### src/hw/rtl/joystick_axis_conditioner_defines.svh
// ----------------------------------------------------------------------------
// Joystick axis conditioner: assertion macros
// Shared property forms for the conditioner's RTL checks.
// ----------------------------------------------------------------------------
`ifndef JOYSTICK_AXIS_CONDITIONER_DEFINES_SVH
`define JOYSTICK_AXIS_CONDITIONER_DEFINES_SVH

// Same-cycle implication, sampled on i_clk, quiet during reset
`define JAC_ASSERT_NOW(lbl, ante, cons, msg) \
    lbl: assert property (@(posedge i_clk) disable iff (!i_rst_n) (ante) |-> (cons)) \
        else $error(msg);

// Next-cycle implication, sampled on i_clk, quiet during reset
`define JAC_ASSERT_NEXT(lbl, ante, cons, msg) \
    lbl: assert property (@(posedge i_clk) disable iff (!i_rst_n) (ante) |=> (cons)) \
        else $error(msg);

`endif

### src/hw/rtl/jac_pkg.sv
// ----------------------------------------------------------------------------
// Joystick axis conditioner package
// Window size, arithmetic widths, reciprocal constants and stage structs.
// ----------------------------------------------------------------------------
package jac_pkg;

    // Moving-average window, per axis
    localparam int WINDOW_LENGTH = 10;
    localparam int POS_W         = (WINDOW_LENGTH > 1) ? $clog2(WINDOW_LENGTH) : 1;
    localparam int MEM_DEPTH     = 2 * WINDOW_LENGTH;
    localparam int ADDR_W        = $clog2(MEM_DEPTH);

    // Sample mapping: (s - 2047) * 255 / 2047
    localparam int SAMPLE_W   = 12;
    localparam int MAP_CENTER = 2047;
    localparam int MAP_SCALE  = 255;
    localparam int MAP_W      = 9;   // signed -255..255
    localparam int CMAG_W     = 12;  // |s - 2047| <= 2048
    localparam int MPROD_W    = 19;  // 2048 * 255 < 2**19
    localparam int DIV_SHIFT  = 11;  // 2047 = 2**11 - 1

    // Running sum, signed, holds +/- WINDOW_LENGTH * 255
    localparam int SUM_MAX = WINDOW_LENGTH * MAP_SCALE;
    localparam int SUM_W   = $clog2(SUM_MAX + 1) + 1;
    localparam int MAG_W   = SUM_W - 1;

    // Divide by window then halve == truncating divide by 2 * window
    localparam int DIV_D     = 2 * WINDOW_LENGTH;
    localparam int DIV_LOG   = $clog2(DIV_D);
    localparam int DIV_K     = MAG_W + DIV_LOG;
    localparam int DIV_RECIP = ((2 ** DIV_K) + DIV_D - 1) / DIV_D;
    localparam int RECIP_W   = DIV_K - DIV_LOG + 2;
    localparam int SPROD_W   = MAG_W + RECIP_W;

    // Dead zone register
    localparam int DZ_W = 7;
    localparam logic [DZ_W-1:0] DZ_RESET = 7'd30;

    localparam int VAL_W  = 7;  // |average| <= 127
    localparam int BYTE_W = 8;

    // Window stage to scale stage
    typedef struct packed {
        logic                    valid;
        logic                    axis;
        logic signed [SUM_W-1:0] sum;
    } t_sum_beat;

    // Scale stage to packetiser
    typedef struct packed {
        logic             emit;
        logic             axis;
        logic             neg;
        logic [VAL_W-1:0] mag;
    } t_pkt_req;

endpackage

### src/hw/rtl/joystick_axis_conditioner.sv
// Path: an accepted sample is registered in window stages 1 and 2, then in the
//   scale stage, and its packet loads into the packetiser when that is free.
// Throughput: one sample per cycle while results fall in the dead zone; an
//   emitting sample stalls the pipeline until the packetiser can load it.
// Reset: synchronous, active low; window slots read as zero, sums and write
//   positions clear, dead zone returns to 30.
// ----------------------------------------------------------------------------
// Joystick axis conditioner top level
// Per-axis moving average over a window memory with a dead-zone packetiser.
// ----------------------------------------------------------------------------
module joystick_axis_conditioner (
    input  logic                              i_clk,
    input  logic                              i_rst_n,
    input  logic                              i_valid,
    output logic                              o_stall,
    input  logic                              i_axis,
    input  logic [jac_pkg::SAMPLE_W-1:0]      i_sample,
    output logic                              o_valid,
    input  logic                              i_stall,
    output logic [jac_pkg::BYTE_W-1:0]        o_packet_byte,
    output logic                              o_last,
    input  logic                              i_cfg_we,
    input  logic [jac_pkg::DZ_W-1:0]          i_cfg_wdata
);

    logic [jac_pkg::DZ_W-1:0] r_dead_zone;
    logic                     en;
    logic                     accept;
    logic                     can_load;
    jac_pkg::t_sum_beat       sum_beat;
    jac_pkg::t_pkt_req        pkt_req;

    // Dead-zone register
    always_ff @(posedge i_clk) begin
        if (!i_rst_n) begin
            r_dead_zone <= jac_pkg::DZ_RESET;
        end else if (i_cfg_we) begin
            r_dead_zone <= i_cfg_wdata;
        end
    end

    // Pipeline advances unless a packet waits for the packetiser
    assign en      = !pkt_req.emit || can_load;
    assign o_stall = !en;
    assign accept  = i_valid && en;

    jac_window u_window (
        .i_clk    (i_clk),
        .i_rst_n  (i_rst_n),
        .i_en     (en),
        .i_accept (accept),
        .i_axis   (i_axis),
        .i_sample (i_sample),
        .o_beat   (sum_beat)
    );

    jac_scale u_scale (
        .i_clk       (i_clk),
        .i_rst_n     (i_rst_n),
        .i_en        (en),
        .i_beat      (sum_beat),
        .i_dead_zone (r_dead_zone),
        .o_req       (pkt_req)
    );

    jac_packetiser u_packetiser (
        .i_clk         (i_clk),
        .i_rst_n       (i_rst_n),
        .i_load        (pkt_req.emit && en),
        .i_req         (pkt_req),
        .i_stall       (i_stall),
        .o_can_load    (can_load),
        .o_valid       (o_valid),
        .o_packet_byte (o_packet_byte),
        .o_last        (o_last)
    );

endmodule

### src/hw/rtl/jac_window.sv
// ----------------------------------------------------------------------------
// Joystick axis conditioner: window stage
// Maps each sample, reads the oldest window entry from memory, updates the
// axis running sum and writes the new value back over the oldest one.
// ----------------------------------------------------------------------------
`include "joystick_axis_conditioner_defines.svh"

module jac_window (
    input  logic                                i_clk,
    input  logic                                i_rst_n,
    input  logic                                i_en,
    input  logic                                i_accept,
    input  logic                                i_axis,
    input  logic [jac_pkg::SAMPLE_W-1:0]        i_sample,
    output jac_pkg::t_sum_beat                  o_beat
);

    // Window memory, one entry per axis and slot; valid bits give zero reset
    logic signed [jac_pkg::MAP_W-1:0] mem [0:jac_pkg::MEM_DEPTH-1];
    logic [jac_pkg::MEM_DEPTH-1:0]    r_mem_vld;

    logic [jac_pkg::POS_W-1:0]        r_pos [0:1];
    logic signed [jac_pkg::SUM_W-1:0] r_sum [0:1];

    // Stage 1 registers
    logic                             r1_valid;
    logic                             r1_axis;
    logic                             r1_neg;
    logic [jac_pkg::MPROD_W-1:0]      r1_prod;
    logic [jac_pkg::ADDR_W-1:0]       r1_addr;
    logic signed [jac_pkg::MAP_W-1:0] r_rd_data;
    logic                             r_rd_ok;

    // Stage 2 output register
    jac_pkg::t_sum_beat               r2_beat;

    logic signed [jac_pkg::SAMPLE_W:0]  centred;
    logic [jac_pkg::CMAG_W-1:0]         cmag;
    logic [jac_pkg::MPROD_W-1:0]        prod;
    logic [jac_pkg::POS_W-1:0]          cur_pos;
    logic [jac_pkg::POS_W-1:0]          n_pos;
    logic [jac_pkg::ADDR_W-1:0]         rd_addr;
    logic [jac_pkg::BYTE_W-1:0]         q0;
    logic [jac_pkg::DIV_SHIFT:0]        rem;
    logic [jac_pkg::BYTE_W-1:0]         quot;
    logic signed [jac_pkg::MAP_W-1:0]   mapped;
    logic signed [jac_pkg::MAP_W-1:0]   oldest;
    logic signed [jac_pkg::SUM_W-1:0]   n_sum;
    logic                               wr_en;

    // Stage 0: centre, magnitude and scale by 255
    assign centred = $signed({1'b0, i_sample})
                   - $signed((jac_pkg::SAMPLE_W+1)'(jac_pkg::MAP_CENTER));
    assign cmag    = centred[jac_pkg::SAMPLE_W] ? jac_pkg::CMAG_W'(-centred)
                                                : jac_pkg::CMAG_W'(centred);
    assign prod    = jac_pkg::MPROD_W'(cmag) * jac_pkg::MPROD_W'(jac_pkg::MAP_SCALE);

    // Slot address for this axis, and the wrapped write position
    assign cur_pos = r_pos[i_axis];
    assign n_pos   = (cur_pos == jac_pkg::POS_W'(jac_pkg::WINDOW_LENGTH - 1))
                   ? '0 : cur_pos + 1'b1;
    assign rd_addr = i_axis ? jac_pkg::ADDR_W'(jac_pkg::WINDOW_LENGTH) + jac_pkg::ADDR_W'(cur_pos)
                            : jac_pkg::ADDR_W'(cur_pos);

    always_ff @(posedge i_clk) begin
        if (!i_rst_n) begin
            r1_valid <= 1'b0;
            r_pos[0] <= '0;
            r_pos[1] <= '0;
        end else if (i_en) begin
            r1_valid <= i_accept;
            if (i_accept) begin
                r_pos[i_axis] <= n_pos;
            end
        end
    end

    // Stage 0 payload and registered memory read
    always_ff @(posedge i_clk) begin
        if (i_accept) begin
            r1_axis   <= i_axis;
            r1_neg    <= centred[jac_pkg::SAMPLE_W] ^ i_axis;
            r1_prod   <= prod;
            r1_addr   <= rd_addr;
            r_rd_data <= mem[rd_addr];
            r_rd_ok   <= r_mem_vld[rd_addr];
        end
    end

    // Stage 1: divide by 2**11 - 1 with a single correction step
    assign q0     = r1_prod[jac_pkg::MPROD_W-1:jac_pkg::DIV_SHIFT];
    assign rem    = (jac_pkg::DIV_SHIFT+1)'(r1_prod[jac_pkg::DIV_SHIFT-1:0])
                  + (jac_pkg::DIV_SHIFT+1)'(q0);
    assign quot   = (rem >= (jac_pkg::DIV_SHIFT+1)'(jac_pkg::MAP_CENTER)) ? q0 + 1'b1 : q0;
    assign mapped = r1_neg ? -$signed({1'b0, quot}) : $signed({1'b0, quot});
    assign oldest = r_rd_ok ? r_rd_data : '0;
    assign n_sum  = r_sum[r1_axis] + jac_pkg::SUM_W'(mapped) - jac_pkg::SUM_W'(oldest);
    assign wr_en  = i_en && r1_valid;

    // Running sums, slot valid bits and the stage 2 beat
    always_ff @(posedge i_clk) begin
        if (!i_rst_n) begin
            r_sum[0]  <= '0;
            r_sum[1]  <= '0;
            r_mem_vld <= '0;
            r2_beat.valid <= 1'b0;
        end else if (i_en) begin
            r2_beat.valid <= r1_valid;
            if (r1_valid) begin
                r_sum[r1_axis]     <= n_sum;
                r_mem_vld[r1_addr] <= 1'b1;
                r2_beat.axis       <= r1_axis;
                r2_beat.sum        <= n_sum;
            end
        end
    end

    // Write-back of the new value over the oldest slot
    always_ff @(posedge i_clk) begin
        if (wr_en) begin
            mem[r1_addr] <= mapped;
        end
    end

    assign o_beat = r2_beat;

    // Read of the next item never lands on the slot being written
    `JAC_ASSERT_NOW(a_no_rw_clash, wr_en && i_accept, r1_addr != rd_addr,
        "window read/write clash")
    // Running sums stay within the window bound
    `JAC_ASSERT_NOW(a_sum_range, r1_valid,
        (n_sum <= jac_pkg::SUM_W'(jac_pkg::SUM_MAX))
            && (n_sum >= -jac_pkg::SUM_W'(jac_pkg::SUM_MAX)),
        "running sum out of range")
    // The axis 0 write position never runs past the window
    `JAC_ASSERT_NOW(a_pos_range, 1'b1,
        (r_pos[0] < jac_pkg::POS_W'(jac_pkg::WINDOW_LENGTH))
            || (jac_pkg::WINDOW_LENGTH == (1 << jac_pkg::POS_W)),
        "write position past window")
    // An accepted beat always reaches stage 1
    `JAC_ASSERT_NEXT(a_accept_to_s1, i_en && i_accept, r1_valid, "accepted beat lost")

endmodule

### src/hw/rtl/jac_scale.sv
// ----------------------------------------------------------------------------
// Joystick axis conditioner: scale stage
// Truncating divide of the running sum by twice the window via a reciprocal
// multiply, then the dead-zone test.
// ----------------------------------------------------------------------------
module jac_scale (
    input  logic                       i_clk,
    input  logic                       i_rst_n,
    input  logic                       i_en,
    input  jac_pkg::t_sum_beat         i_beat,
    input  logic [jac_pkg::DZ_W-1:0]   i_dead_zone,
    output jac_pkg::t_pkt_req          o_req
);

    logic                          r3_valid;
    logic                          r3_axis;
    logic                          r3_neg;
    logic [jac_pkg::SPROD_W-1:0]   r3_prod;

    logic [jac_pkg::MAG_W-1:0]     mag;
    logic [jac_pkg::VAL_W-1:0]     q;

    // Magnitude of the sum, then reciprocal multiply
    assign mag = i_beat.sum[jac_pkg::SUM_W-1] ? jac_pkg::MAG_W'(-i_beat.sum)
                                              : jac_pkg::MAG_W'(i_beat.sum);

    always_ff @(posedge i_clk) begin
        if (!i_rst_n) begin
            r3_valid <= 1'b0;
        end else if (i_en) begin
            r3_valid <= i_beat.valid;
        end
    end

    always_ff @(posedge i_clk) begin
        if (i_en) begin
            r3_axis <= i_beat.axis;
            r3_neg  <= i_beat.sum[jac_pkg::SUM_W-1];
            r3_prod <= jac_pkg::SPROD_W'(mag)
                     * jac_pkg::SPROD_W'(jac_pkg::DIV_RECIP);
        end
    end

    // Quotient and dead-zone check
    assign q = r3_prod[jac_pkg::DIV_K +: jac_pkg::VAL_W];

    assign o_req.emit = r3_valid && (q > i_dead_zone);
    assign o_req.axis = r3_axis;
    assign o_req.neg  = r3_neg;
    assign o_req.mag  = q;

endmodule

### src/hw/rtl/jac_packetiser.sv
// ----------------------------------------------------------------------------
// Joystick axis conditioner: packetiser
// Holds one axis packet and sends it as four byte beats.
// ----------------------------------------------------------------------------
module jac_packetiser (
    input  logic                         i_clk,
    input  logic                         i_rst_n,
    input  logic                         i_load,
    input  jac_pkg::t_pkt_req            i_req,
    input  logic                         i_stall,
    output logic                         o_can_load,
    output logic                         o_valid,
    output logic [jac_pkg::BYTE_W-1:0]   o_packet_byte,
    output logic                         o_last
);

    // Byte position within the packet
    localparam logic [1:0] BEAT_AXIS = 2'd0;
    localparam logic [1:0] BEAT_LOW  = 2'd1;
    localparam logic [1:0] BEAT_SIGN = 2'd2;
    localparam logic [1:0] BEAT_TERM = 2'd3;

    logic                        r_valid;
    logic [1:0]                  r_beat;
    logic                        r_axis;
    logic                        r_neg;
    logic [jac_pkg::BYTE_W-1:0]  r_low;

    logic                        done;

    assign done       = r_valid && !i_stall && (r_beat == BEAT_TERM);
    assign o_can_load = !r_valid || done;

    always_ff @(posedge i_clk) begin
        if (!i_rst_n) begin
            r_valid <= 1'b0;
            r_beat  <= BEAT_AXIS;
        end else if (i_load) begin
            r_valid <= 1'b1;
            r_beat  <= BEAT_AXIS;
        end else if (r_valid && !i_stall) begin
            if (r_beat == BEAT_TERM) begin
                r_valid <= 1'b0;
            end
            r_beat <= r_beat + 1'b1;
        end
    end

    // Packet payload, two's complement low byte
    always_ff @(posedge i_clk) begin
        if (i_load) begin
            r_axis <= i_req.axis;
            r_neg  <= i_req.neg;
            r_low  <= i_req.neg ? -{1'b0, i_req.mag} : {1'b0, i_req.mag};
        end
    end

    // Byte select
    always_comb begin
        unique case (r_beat)
            BEAT_AXIS: o_packet_byte = {{(jac_pkg::BYTE_W-1){1'b0}}, r_axis};
            BEAT_LOW:  o_packet_byte = r_low;
            BEAT_SIGN: o_packet_byte = {jac_pkg::BYTE_W{r_neg}};
            BEAT_TERM: o_packet_byte = '1;
            default:   o_packet_byte = '0;
        endcase
    end

    assign o_valid = r_valid;
    assign o_last  = (r_beat == BEAT_TERM);

endmodule
### config.mk
export PLATFORM = sky130hd
export DESIGN_NAME = joystick_axis_conditioner
export DESIGN_NICKNAME = d
export VERILOG_FILES = /design/src/hw/rtl/jac_pkg.sv /design/src/hw/rtl/joystick_axis_conditioner.sv /design/src/hw/rtl/jac_window.sv /design/src/hw/rtl/jac_scale.sv /design/src/hw/rtl/jac_packetiser.sv
export VERILOG_INCLUDE_DIRS = /design/src /design/src/hw/rtl
export SDC_FILE = /design/constraint.sdc
export NUM_CORES = 1
export LEC_CHECK = 0
export BUFFER_PORTS_ARGS = -buffer_cell sky130_fd_sc_hd__buf_2
export CAP_MARGIN = 5
export CELL_PAD_IN_SITES_DETAIL_PLACEMENT = 1
export CELL_PAD_IN_SITES_GLOBAL_PLACEMENT = 2
export CORE_ASPECT_RATIO = 1.2
export CORE_MARGIN = 5
export CORE_UTILIZATION = 44
export CTS_CLUSTER_SIZE = 20
export DETAILED_ROUTE_END_ITERATION = 12
export PLACE_DENSITY_LB_ADDON = 0.1
export SLEW_MARGIN = 20
export SYNTH_ARGS = -nofsm -noshare
export SYNTH_HDL_FRONTEND = slang
export SYNTH_SLANG_ARGS = --single-unit
### constraint.sdc
create_clock -name i_clk -period 9.8 [get_ports i_clk]
set_clock_uncertainty 0.1 [all_clocks]
set_input_delay 1.96 -clock i_clk [delete_from_list [all_inputs] [get_ports i_clk]]
set_output_delay 1.96 -clock i_clk [all_outputs]
set_load 0.03 [all_outputs]
==> impl_metrics.json, run 1 <==
{
  "routed_wl_um": 45400,
  "synth.distinct_cells": 67,
  "grt_max_degree": 65,
  "fmax_mhz": 125,
  "grt.total_usage": 0.187,
  "seq_area_frac_synth": 0.468,
  "gp_congestion": 0.833,
  "max_slew_margin": 0.265,
  "dieArea_um2": 48900,
  "critPathKind": "input pin to flip-flop",
  "required_ps": 9990,
  "vias": 12400,
  "outcome": "finished clean",
  "drive_gt1_frac": 0.0845,
  "diodes": 0,
  "finalHoldViolCount": 0,
  "synth_cells": 1700,
  "area_delta_synth_final_pct": 10.2,
  "worstSetupEndpointType": "flip-flop",
  "clk_pin_slew_ps": 60,
  "cp.arrival_ps": 8200,
  "antenna_found_initial": 0,
  "die_w_um": 203,
  "utilization": 0.492,
  "min_to": "u_packetiser.r_axis",
  "clock_sinks": 317,
  "first_global_vias": 13600,
  "initial_core_util": 0.447,
  "fin_setup_tns_ps": 0,
  "cts_hold_buf": 0,
  "min-delay-start": "u_scale.r3_axis",
  "synth_top_area_frac": 0.433,
  "yosysWarnings": 0,
  "r2r_start": "u_window.o_beat[0]",
  "synth_top_cell_by_area": "edfxtp_1",
  "r2r_slack_ps": 2910,
  "via_per_inst": 5.35,
  "synthArstFlopShare": 0,
  "setup_viol": 0,
  "worst_pin_slew_ps": 1100,
  "grt_overflow_total": 0,
  "die_y_um": 241,
  "htree_num_levels": 2,
  "io_pins": 36,
  "grt_pass1_wl_um": 72900,
  "clockRootBuffer": "clkbuf_16",
  "rsz0062_at_grt": "no",
  "ys.flop_type": "edfxtp_1",
  "ys_ff_latch": 317,
  "synthesis.nets": 1979,
  "synth-edff-count": 283,
  "cts_setup_buffers": 0,
  "cp_max_fo": 7,
  "rows": 84,
  "netlist_top_cells_area": "edfxtp_1 43%, fa_1 10%, ha_1 9.8%",
  "cts.path.max_buffers": 3,
  "final_max_slew_viol_count": 0,
  "synth_area_um2": 19600,
  "min_path_type": "flip-flop to flip-flop",
  "reg2reg_to": "u_scale.r3_prod[23]",
  "drtIter0Drc": 460,
  "hpwl_um": 33100,
  "coreArea_um2": 43900,
  "numCtsBuffers": 35,
  "ant_nets": 0,
  "period_share": 0.818,
  "clock_latency_ps": 540,
  "fin_nets": 2015,
  "drc_errors": 0,
  "hold_depth": 0,
  "rr_worst_depth": 22,
  "cap_violations": 0,
  "avgSynthCellArea_um2": 11.5,
  "dr.pass1.iters": 5,
  "cp-start-kind": "input pin",
  "ctsResizeCount": 0,
  "period_minus_slack_ps": 8010,
  "portBuffers": 35,
  "post_drt_wl_per_cell_um": 19.6,
  "cts_tree": "yes"
}
==> flip-flops by register name (all words and copies together) (netlist names), 2 cells and up, named ones only <==
name and flops:
u_window.r_sum 26, u_window.r_mem_vld 20, u_window.r1_prod 19, u_window.r1_addr 5
u_window.o_beat 15, u_window.r_pos 8, u_packetiser.r_beat 2, u_scale.r3_prod 7
u_packetiser.r_low 8, r_dead_zone 7, u_window.r_rd_data 9, u_window.mem 180
==> worst max-delay path, stage by stage <==
cell	delay, ps
buf_2	130
ha_1	240
nand3_1	230
nor2_1	280
and4_1	310
a21o_1	290
a21o_1	170
nor2b_1	230
o21ai_0	100
and3_1	190
a31oi_1	380
fa_1	530
inv_1	90
fa_1	440
fa_1	550
inv_1	60
fa_1	470
ha_1	260
or3_1	340
o311ai_0	470
o21ai_0	190
a21oi_1	200
xnor2_1	80
==> metal layers <==
layer,wire length [um],global-route usage,up-vias,part of all wire
met2,24200,0.355,139,0.53
met5,0,0,-,0
met1,19300,0.228,6236,0.42
met4,807,0.0426,0,0.018
met3,1140,0.0225,46,0.025
li1,-,-,6006,-
==> cell usage after synthesis (4+ instances only) <==
| library cell | number |
|---|---|
| nand4b_1 | 5 |
| nor2_1 | 93 |
| o311ai_0 | 11 |
| o211ai_1 | 7 |
| mux4_2 | 10 |
| buf_2 | 5 |
| inv_1 | 196 |
| a31oi_1 | 13 |
| a311oi_1 | 20 |
| nand2b_1 | 17 |
| xnor2_1 | 70 |
| or3_1 | 6 |
| nand3b_1 | 7 |
| buf_1 | 4 |
| nor2b_1 | 18 |
| o21ai_0 | 50 |
| a211oi_1 | 4 |
| nand3_1 | 29 |
| ha_1 | 153 |
| a21oi_1 | 47 |
| nand2_1 | 196 |
| and3_1 | 31 |
| mux2_2 | 5 |
| nand4_1 | 5 |
| o21bai_1 | 4 |
| nor4_1 | 5 |
| nor3_1 | 27 |
| mux2i_1 | 57 |
| xor2_1 | 23 |
| nor3b_1 | 6 |
| dfxtp_1 | 34 |
| o31ai_1 | 8 |
| o21a_1 | 29 |
| and2_1 | 16 |
| clkbuf_1 | 48 |
| edfxtp_1 | 283 |
| a21o_1 | 15 |
| fa_1 | 101 |
==> cell type report <==
type | count | area, um2
Sequential cell | 317 | 9180
Fill cell | 4608 | 22300
Timing Repair Buffer | 56 | 333
Multi-Input combinational cell | 1130 | 9550
Tap cell | 559 | 699
Inverter | 196 | 738
Clock buffer | 52 | 1000
Clock inverter | 12 | 124
==> through the flow <==
step | std cells | hold WS [ps] | worst slack [ps] | instance area (um2)
6_report | 2322 | 358 | 1790 | 21600
5_1_grt | 2322 | 350 | 1210 | 21600
3_3_place_gp | 2258 | 345 | 1230 | 20500
2_1_floorplan | 1700 | 300 | 2070 | 19600
3_5_place_dp | 2258 | 349 | 1140 | 20500
4_1_cts | 2322 | 360 | 1730 | 21600
==> cell usage in the layout (no fill, tap or decap), types with 29 or more instances in the layout <==
master | synthesis | layout
dfxtp_1 | 34 | 34
nor2_1 | 93 | 89
buf_2 | 5 | 35
clkbuf_16 | 0 | 35
xnor2_1 | 70 | 69
a21oi_1 | 47 | 47
edfxtp_1 | 283 | 283
mux2i_1 | 57 | 56
nand3_1 | 29 | 29
ha_1 | 153 | 153
o21ai_0 | 50 | 50
o21a_1 | 29 | 29
and3_1 | 31 | 31
fa_1 | 101 | 101
nand2_1 | 196 | 196
inv_1 | 196 | 195
==> cell families (layout without fill, tap and decap cells) <==
kind of cell | count (synthesis) | count (layout) | share of synthesized area
muxes | 75 | 75 | 0.0457
xor gates and xnor gates | 95 | 95 | 0.0437
AOI/OAI and AO/OA | 236 | 236 | 0.0811
and+or+nand+nor | 470 | 470 | 0.112
adders and majority gates | 254 | 254 | 0.201
DFF | 317 | 317 | 0.468
buffers and inverters | 253 | 316 | 0.0487
==> worst max path at each step <==
stage / from / end / slack (ps) / cells past startpoint
floorplan: i_sample[3] / u_window.r1_prod[18] / 2070 / 22
finish: i_sample[0] / u_window.r1_prod[18] / 1790 / 23
CTS: i_sample[0] / u_window.r1_prod[18] / 1730 / 25
global route: i_sample[0] / u_window.r1_prod[18] / 1210 / 25
detailed placement: i_sample[0] / u_window.r1_prod[18] / 1140 / 25
global placement: i_sample[0] / u_window.r1_prod[18] / 1230 / 25
Power of run 1 is not shown: default switching activity piles up to over one toggle a cycle in this logic, so the estimate is an artifact.
==> run 2, diff against run 1 <==
--- a/config.mk
+++ b/config.mk
@@ -6,13 +6,14 @@
 export SDC_FILE = /design/constraint.sdc
 export NUM_CORES = 1
 export LEC_CHECK = 0
+export ABC_AREA = 1
 export BUFFER_PORTS_ARGS = -buffer_cell sky130_fd_sc_hd__buf_2
 export CAP_MARGIN = 5
 export CELL_PAD_IN_SITES_DETAIL_PLACEMENT = 1
 export CELL_PAD_IN_SITES_GLOBAL_PLACEMENT = 2
 export CORE_ASPECT_RATIO = 1.2
 export CORE_MARGIN = 5
-export CORE_UTILIZATION = 44
+export CORE_UTILIZATION = 39
 export CTS_CLUSTER_SIZE = 20
 export DETAILED_ROUTE_END_ITERATION = 12
 export PLACE_DENSITY_LB_ADDON = 0.1
==> constraint.sdc (replaced) <==
create_clock -name i_clk -period 7.3 [get_ports i_clk]
set_clock_uncertainty 0.1 [all_clocks]
set_input_delay 1.46 -clock i_clk [delete_from_list [all_inputs] [get_ports i_clk]]
set_output_delay 1.46 -clock i_clk [all_outputs]
set_load 0.03 [all_outputs]
==> impl_metrics.json, run 2 <==
{
  "required_ps": 7490,
  "synth_top_cell_by_area": "edfxtp_1",
  "design_area_um2": 22100,
  "rr_worst_depth": 23,
  "clockRootBuffer": "clkbuf_16",
  "min_to": "u_scale.r3_axis",
  "synth.distinct_cells": 57,
  "period_minus_slack_ps": 6750,
  "fin_nets": 2263,
  "mostFrequentLayoutCells": "308 x inv_1, 283 x edfxtp_1, 225 x nand2_1",
  "routed_wl_um": 49200,
  "finalHoldViolCount": 0,
  "initial_core_util": 0.393,
  "hold_depth": 0,
  "synth-compound-area-share": 0.100,
  "max_slew_margin": 0.259,
  "portBuffers": 35,
  "clock_latency_ps": 560,
  "dieArea_um2": 55100,
  "grt_max_degree": 57,
  "setup_viol": 0,
  "placedCellCount": 2589,
  "largestRegisters": "u_window.mem: 180 flops, u_window.r_sum: 26 flops, u_window.r_mem_vld: 20 flops",
  "post_drt_wl_per_cell_um": 18.5,
  "grt_overflow_total": 0,
  "seq_area_frac_synth": 0.466,
  "synth_cells": 1919,
  "yosysWarnings": 0,
  "grt.total_usage": 0.180,
  "cp-start-kind": "input pin",
  "outcome": "finished clean",
  "utilization": 0.440,
  "detailed_place.area_um2": 20800,
  "ys.flop_type": "edfxtp_1",
  "synth_top_family_by_area": "adder cells",
  "multiInputGateArea_um2": 9160,
  "critPathKind": "input pin to flip-flop",
  "synthesis.nets": 2198,
  "die_y_um": 256,
  "yosysMostFrequentCell": "inv_1",
  "clk_pin_slew_ps": 60,
  "min-delay-start": "u_window.o_beat[13]",
  "rsz0062_at_grt": "no",
  "final-instance-count-excl-fill": 2657,
  "hold-worst-slack_ps": 324,
  "avgSynthCellArea_um2": 10.3,
  "cp.arrival_ps": 6950,
  "r2r_slack_ps": 850,
  "final_max_slew_viol_count": 0,
  "ys_ff_latch": 317,
  "fmax_mhz": 148,
  "netlist_top_cells_area": "edfxtp_1 43%, fa_1 10%, ha_1 9.7%",
  "worstSetupEndpointType": "flip-flop",
  "synth_area_um2": 19700,
  "drive_gt1_frac": 0.0909,
  "io_pins": 36,
  "largest_register_ffs": 180,
  "antenna_found_initial": 0,
  "via_per_inst": 5.05,
  "final_common_cell": "inv_1",
  "dr.pass1.iters": 4,
  "synth_top_area_frac": 0.431,
  "synth_fa_ha_area_frac": 0.200,
  "fill_cells": 5530,
  "drtIter0Drc": 620,
  "synthArstFlopShare": 0,
  "regArea_um2": 9180,
  "clock_sinks": 317,
  "synthSimpleGateAreaFrac": 0.117,
  "synth-xor-area-share": 0.0394,
  "rows": 90,
  "cts.path.max_buffers": 3,
  "cap_violations": 0,
  "cts_tree": "yes",
  "cp_max_fo": 4,
  "vias": 13400,
  "cp_slowest_cell": "fa_1",
  "grt_pass1_wl_um": 79200,
  "diodes": 0,
  "synth-edff-count": 283,
  "coreArea_um2": 50100,
  "htree_num_levels": 2,
  "numCtsBuffers": 37,
  "ant_nets": 0,
  "muxShareOfSynthArea": 0.00667,
  "worst_pin_slew_ps": 1110,
  "reg2reg_to": "u_scale.r3_prod[22]",
  "r2r_start": "u_window.o_beat[0]",
  "first_global_vias": 14600,
  "area_delta_synth_final_pct": 12.0,
  "drc_errors": 0,
  "die_w_um": 215,
  "crit_path_max_incr_delay_ps": 560,
  "min_path_type": "flip-flop to flip-flop",
  "hpwl_um": 36100,
  "top_register": "u_window.mem",
  "cts_hold_buf": 0,
  "synthTopCellsByCount": "309 x inv_1, 283 x edfxtp_1, 227 x nor2_1",
  "gp_congestion": 0.779,
  "period_share": 0.925
}
## run 2: changes by cell type in the layout (fill, tap and decap cells not counted), sizes merged, moves of 18 or more
cell	before	now
nand2	196	241
o22ai	1	34
nor2	93	231
nand3	30	55
buf	56	74
xor2	23	72
a311oi	20	0
a21oi	49	67
inv	197	317
and3	31	0
mux2i	57	12
o21ai	52	136
xnor2	72	15
nor2b	18	0
## run 2: final cells by class
type,count,share of cell area
clock inverters,18,0.0103
repair buffers,74,0.0218
well taps,644,0.0365
inverters,318,0.0541
flip-flops and latches,317,0.416
multi-input cells,1236,0.415
clock buffers,50,0.0460
## run 2: timing repair
action                                  CTS  global route
endpoints found under the setup margin    0             3
resized for setup                         0             2
buffers inserted                          0             0
## run 2: metrics by stage
step	TNS (ps)	setup WS [ps]
after CTS	0	381
final	0	545
after floorplan	0	262
after global placement	-53.8	-53.8
after global routing	0	16.8
after detailed placement	-316	-198
## run 2: worst max path at each step
stage                startpoint                    to  slack, ps  cells past startpoint
CTS                 i_sample[0]  u_window.r1_prod[18]        380                     29
detailed placement  i_sample[0]  u_window.r1_prod[18]       -200                     29
floorplan           i_sample[0]  u_window.r1_prod[18]        260                     28
finish              i_sample[0]  u_window.r1_prod[18]        550                     29
global placement    i_sample[0]  u_window.r1_prod[18]        -50                     29
global route        i_sample[0]  u_window.r1_prod[18]         20                     29
## run 2: per-layer routing
layer | up-vias | global-route usage | routed length (um)
met5 | - | 0 | 0
met4 | 0 | 0.0434 | 932
met3 | 60 | 0.0225 | 1260
met2 | 145 | 0.333 | 25700
met1 | 6671 | 0.222 | 21300
li1 | 6549 | - | -
## run 2: logic make-up (layout without fill, tap and decap cells)
family                   count (synthesis)  in the layout
AO/OA/AOI/OAI                          330            330
XOR/XNOR                                87             87
adder cells (fa/ha/maj)                254            254
buffers and inverters                  366            460
flip-flops                             317            317
multiplexers                            13             13
AND/OR/NAND/NOR                        552            552
## run 2: critical path: cells and delay by family
kind | cells | cell delay, ps
buffers and inverters | 6 | 510
xor gates and xnor gates | 2 | 340
and+or+nand+nor | 10 | 1100
AOI/OAI and AO/OA | 5 | 850
adders and majority gates | 6 | 2680
Power of run 2 is left out for the same reason.
==> run 3, diff against run 2 <==
--- a/config.mk
+++ b/config.mk
@@ -13,7 +13,7 @@
 export CELL_PAD_IN_SITES_GLOBAL_PLACEMENT = 2
 export CORE_ASPECT_RATIO = 1.2
 export CORE_MARGIN = 5
-export CORE_UTILIZATION = 39
+export CORE_UTILIZATION = 43
 export CTS_CLUSTER_SIZE = 20
 export DETAILED_ROUTE_END_ITERATION = 12
 export PLACE_DENSITY_LB_ADDON = 0.1
==> constraint.sdc (replaced) <==
create_clock -name i_clk -period 7.5 [get_ports i_clk]
set_clock_uncertainty 0.1 [all_clocks]
set_input_delay 1.5 -clock i_clk [delete_from_list [all_inputs] [get_ports i_clk]]
set_output_delay 1.5 -clock i_clk [all_outputs]
set_load 0.03 [all_outputs]
==> impl_metrics.json, run 3 (synthesized netlist as in run 2, its figures left out) <==
{
  "r2r_start": "u_window.o_beat[0]",
  "cp_slowest_cell": "fa_1",
  "max_slew_margin": 0.283,
  "cp-start-kind": "input pin",
  "drc_errors": 0,
  "clock_sinks": 317,
  "hpwl_um": 35300,
  "drive_gt1_frac": 0.0810,
  "diodes": 0,
  "outcome": "finished clean",
  "die_y_um": 244,
  "antenna_found_initial": 0,
  "ant_nets": 0,
  "rr_worst_depth": 23,
  "die_w_um": 205,
  "grt_max_degree": 94,
  "crit_path_max_incr_delay_ps": 600,
  "clockRootBuffer": "clkbuf_16",
  "period_share": 0.928,
  "routed_wl_um": 48100,
  "rsz0062_at_grt": "no",
  "min-delay-start": "u_window.o_beat[13]",
  "rows": 86,
  "area_delta_synth_final_pct": 10.7,
  "cp.arrival_ps": 7140,
  "min_to": "u_scale.r3_axis",
  "fin_nets": 2252,
  "cts.path.max_buffers": 3,
  "mostFrequentLayoutCells": "308 x inv_1, 283 x edfxtp_1, 224 x nand2_1, 224 x nor2_1, 153 x ha_1",
  "clk_pin_slew_ps": 60,
  "regArea_um2": 9180,
  "critPathKind": "input pin to flip-flop",
  "portBuffers": 35,
  "cp_max_fo": 7,
  "fmax_mhz": 144,
  "gp_congestion": 0.816,
  "worst_pin_slew_ps": 1070,
  "cpMostUsedCell": "inv_1",
  "clock_latency_ps": 570,
  "largestRegisters": "u_window.mem: 180 flops, u_window.r_sum: 26 flops, u_window.r_mem_vld: 20 flops",
  "grt.total_usage": 0.196,
  "first_global_vias": 14600,
  "post_drt_wl_per_cell_um": 18.4,
  "top_register": "u_window.mem",
  "via_per_inst": 5.13,
  "initial_core_util": 0.432,
  "design_area_um2": 21800,
  "setup_viol": 0,
  "largest_register_ffs": 180,
  "min_path_type": "flip-flop to flip-flop",
  "period_minus_slack_ps": 6960,
  "grt_pass1_wl_um": 77900,
  "htree_num_levels": 2,
  "finalHoldViolCount": 0,
  "hold_depth": 0,
  "dr.pass1.iters": 6,
  "grt_overflow_total": 0,
  "final_max_slew_viol_count": 0,
  "io_pins": 36,
  "vias": 13400,
  "reg2reg_to": "u_scale.r3_prod[23]",
  "r2r_slack_ps": 870,
  "required_ps": 7680,
  "final_common_cell": "inv_1",
  "fill_cells": 5131,
  "drtIter0Drc": 559,
  "numCtsBuffers": 36,
  "dieArea_um2": 50200,
  "cts_tree": "yes",
  "coreArea_um2": 45600,
  "detailed_place.area_um2": 20700,
  "cap_violations": 0,
  "worstSetupEndpointType": "flip-flop",
  "multiInputGateArea_um2": 9150
}
-- run 3: cell count changes in the layout (fill, tap and decap cells not counted), moves of 2 or more --
cell	delta
buf_4	-9
clkinv_2	-4
nand2_2	+2
clkbuf_8	-2
clkinv_1	+8
clkinvlp_4	-2
nor2_1	+2
bufinv_16	-2
nor2_2	-2
-- run 3: area by class of cell --
| type | instances | area share |
|---|---|---|
| clock buffer | 47 | 0.0441 |
| tap | 616 | 0.0354 |
| multi-input combinational | 1236 | 0.420 |
| sequential | 317 | 0.421 |
| timing repair buffer | 64 | 0.0180 |
| clock inverter | 19 | 0.00694 |
| inverter | 318 | 0.0548 |
-- run 3: worst max path at each step --
stage | startpoint | endpoint | slack (ps) | cells after the start
after floorplan | i_sample[0] | u_window.r1_prod[18] | 420 | 28
after global placement | i_sample[0] | u_window.r1_prod[18] | 90 | 29
after detailed placement | i_sample[0] | u_window.r1_prod[18] | -170 | 29
after CTS | i_sample[0] | u_window.r1_prod[18] | 400 | 29
after global routing | i_sample[0] | u_window.r1_prod[18] | 60 | 29
final | i_sample[0] | u_window.r1_prod[18] | 540 | 29
-- run 3: critical path, delay by kind of cell --
family	cells	cell delay, ps
adders and majority gates	6	2660
AOI/OAI and AO/OA	5	830
and+or+nand+nor	10	1210
xor gates and xnor gates	2	330
buffers and inverters	6	600
-- run 3: metrics by stage --
step	setup slack (ps)	instances	hold slack, ps	setup TNS (ps)	utilization
2_1_floorplan	422	1919	300	0	-
3_3_place_gp	90.0	2551	310	0	0.453
3_5_place_dp	-165	2551	322	-196	0.453
4_1_cts	403	2617	346	0	0.478
5_1_grt	61.6	2617	360	0	0.478
6_report	538	2617	336	0	0.478
-- run 3: timing repair --
action,in CTS,in global routing
hold buffers,0,0
endpoints found under the setup margin,0,1
gates resized for setup,0,1
buffers inserted,0,0
-- run 3: metal layers --
layer  GRT usage  vias to the layer above  share of wire
met5           0                        -              0
met4      0.0428                        0          0.016
met3      0.0235                       41          0.032
met2       0.361                      132           0.52
met1       0.246                     6717           0.43
li1            -                     6532              -
Power of run 3 is left out for the same reason.
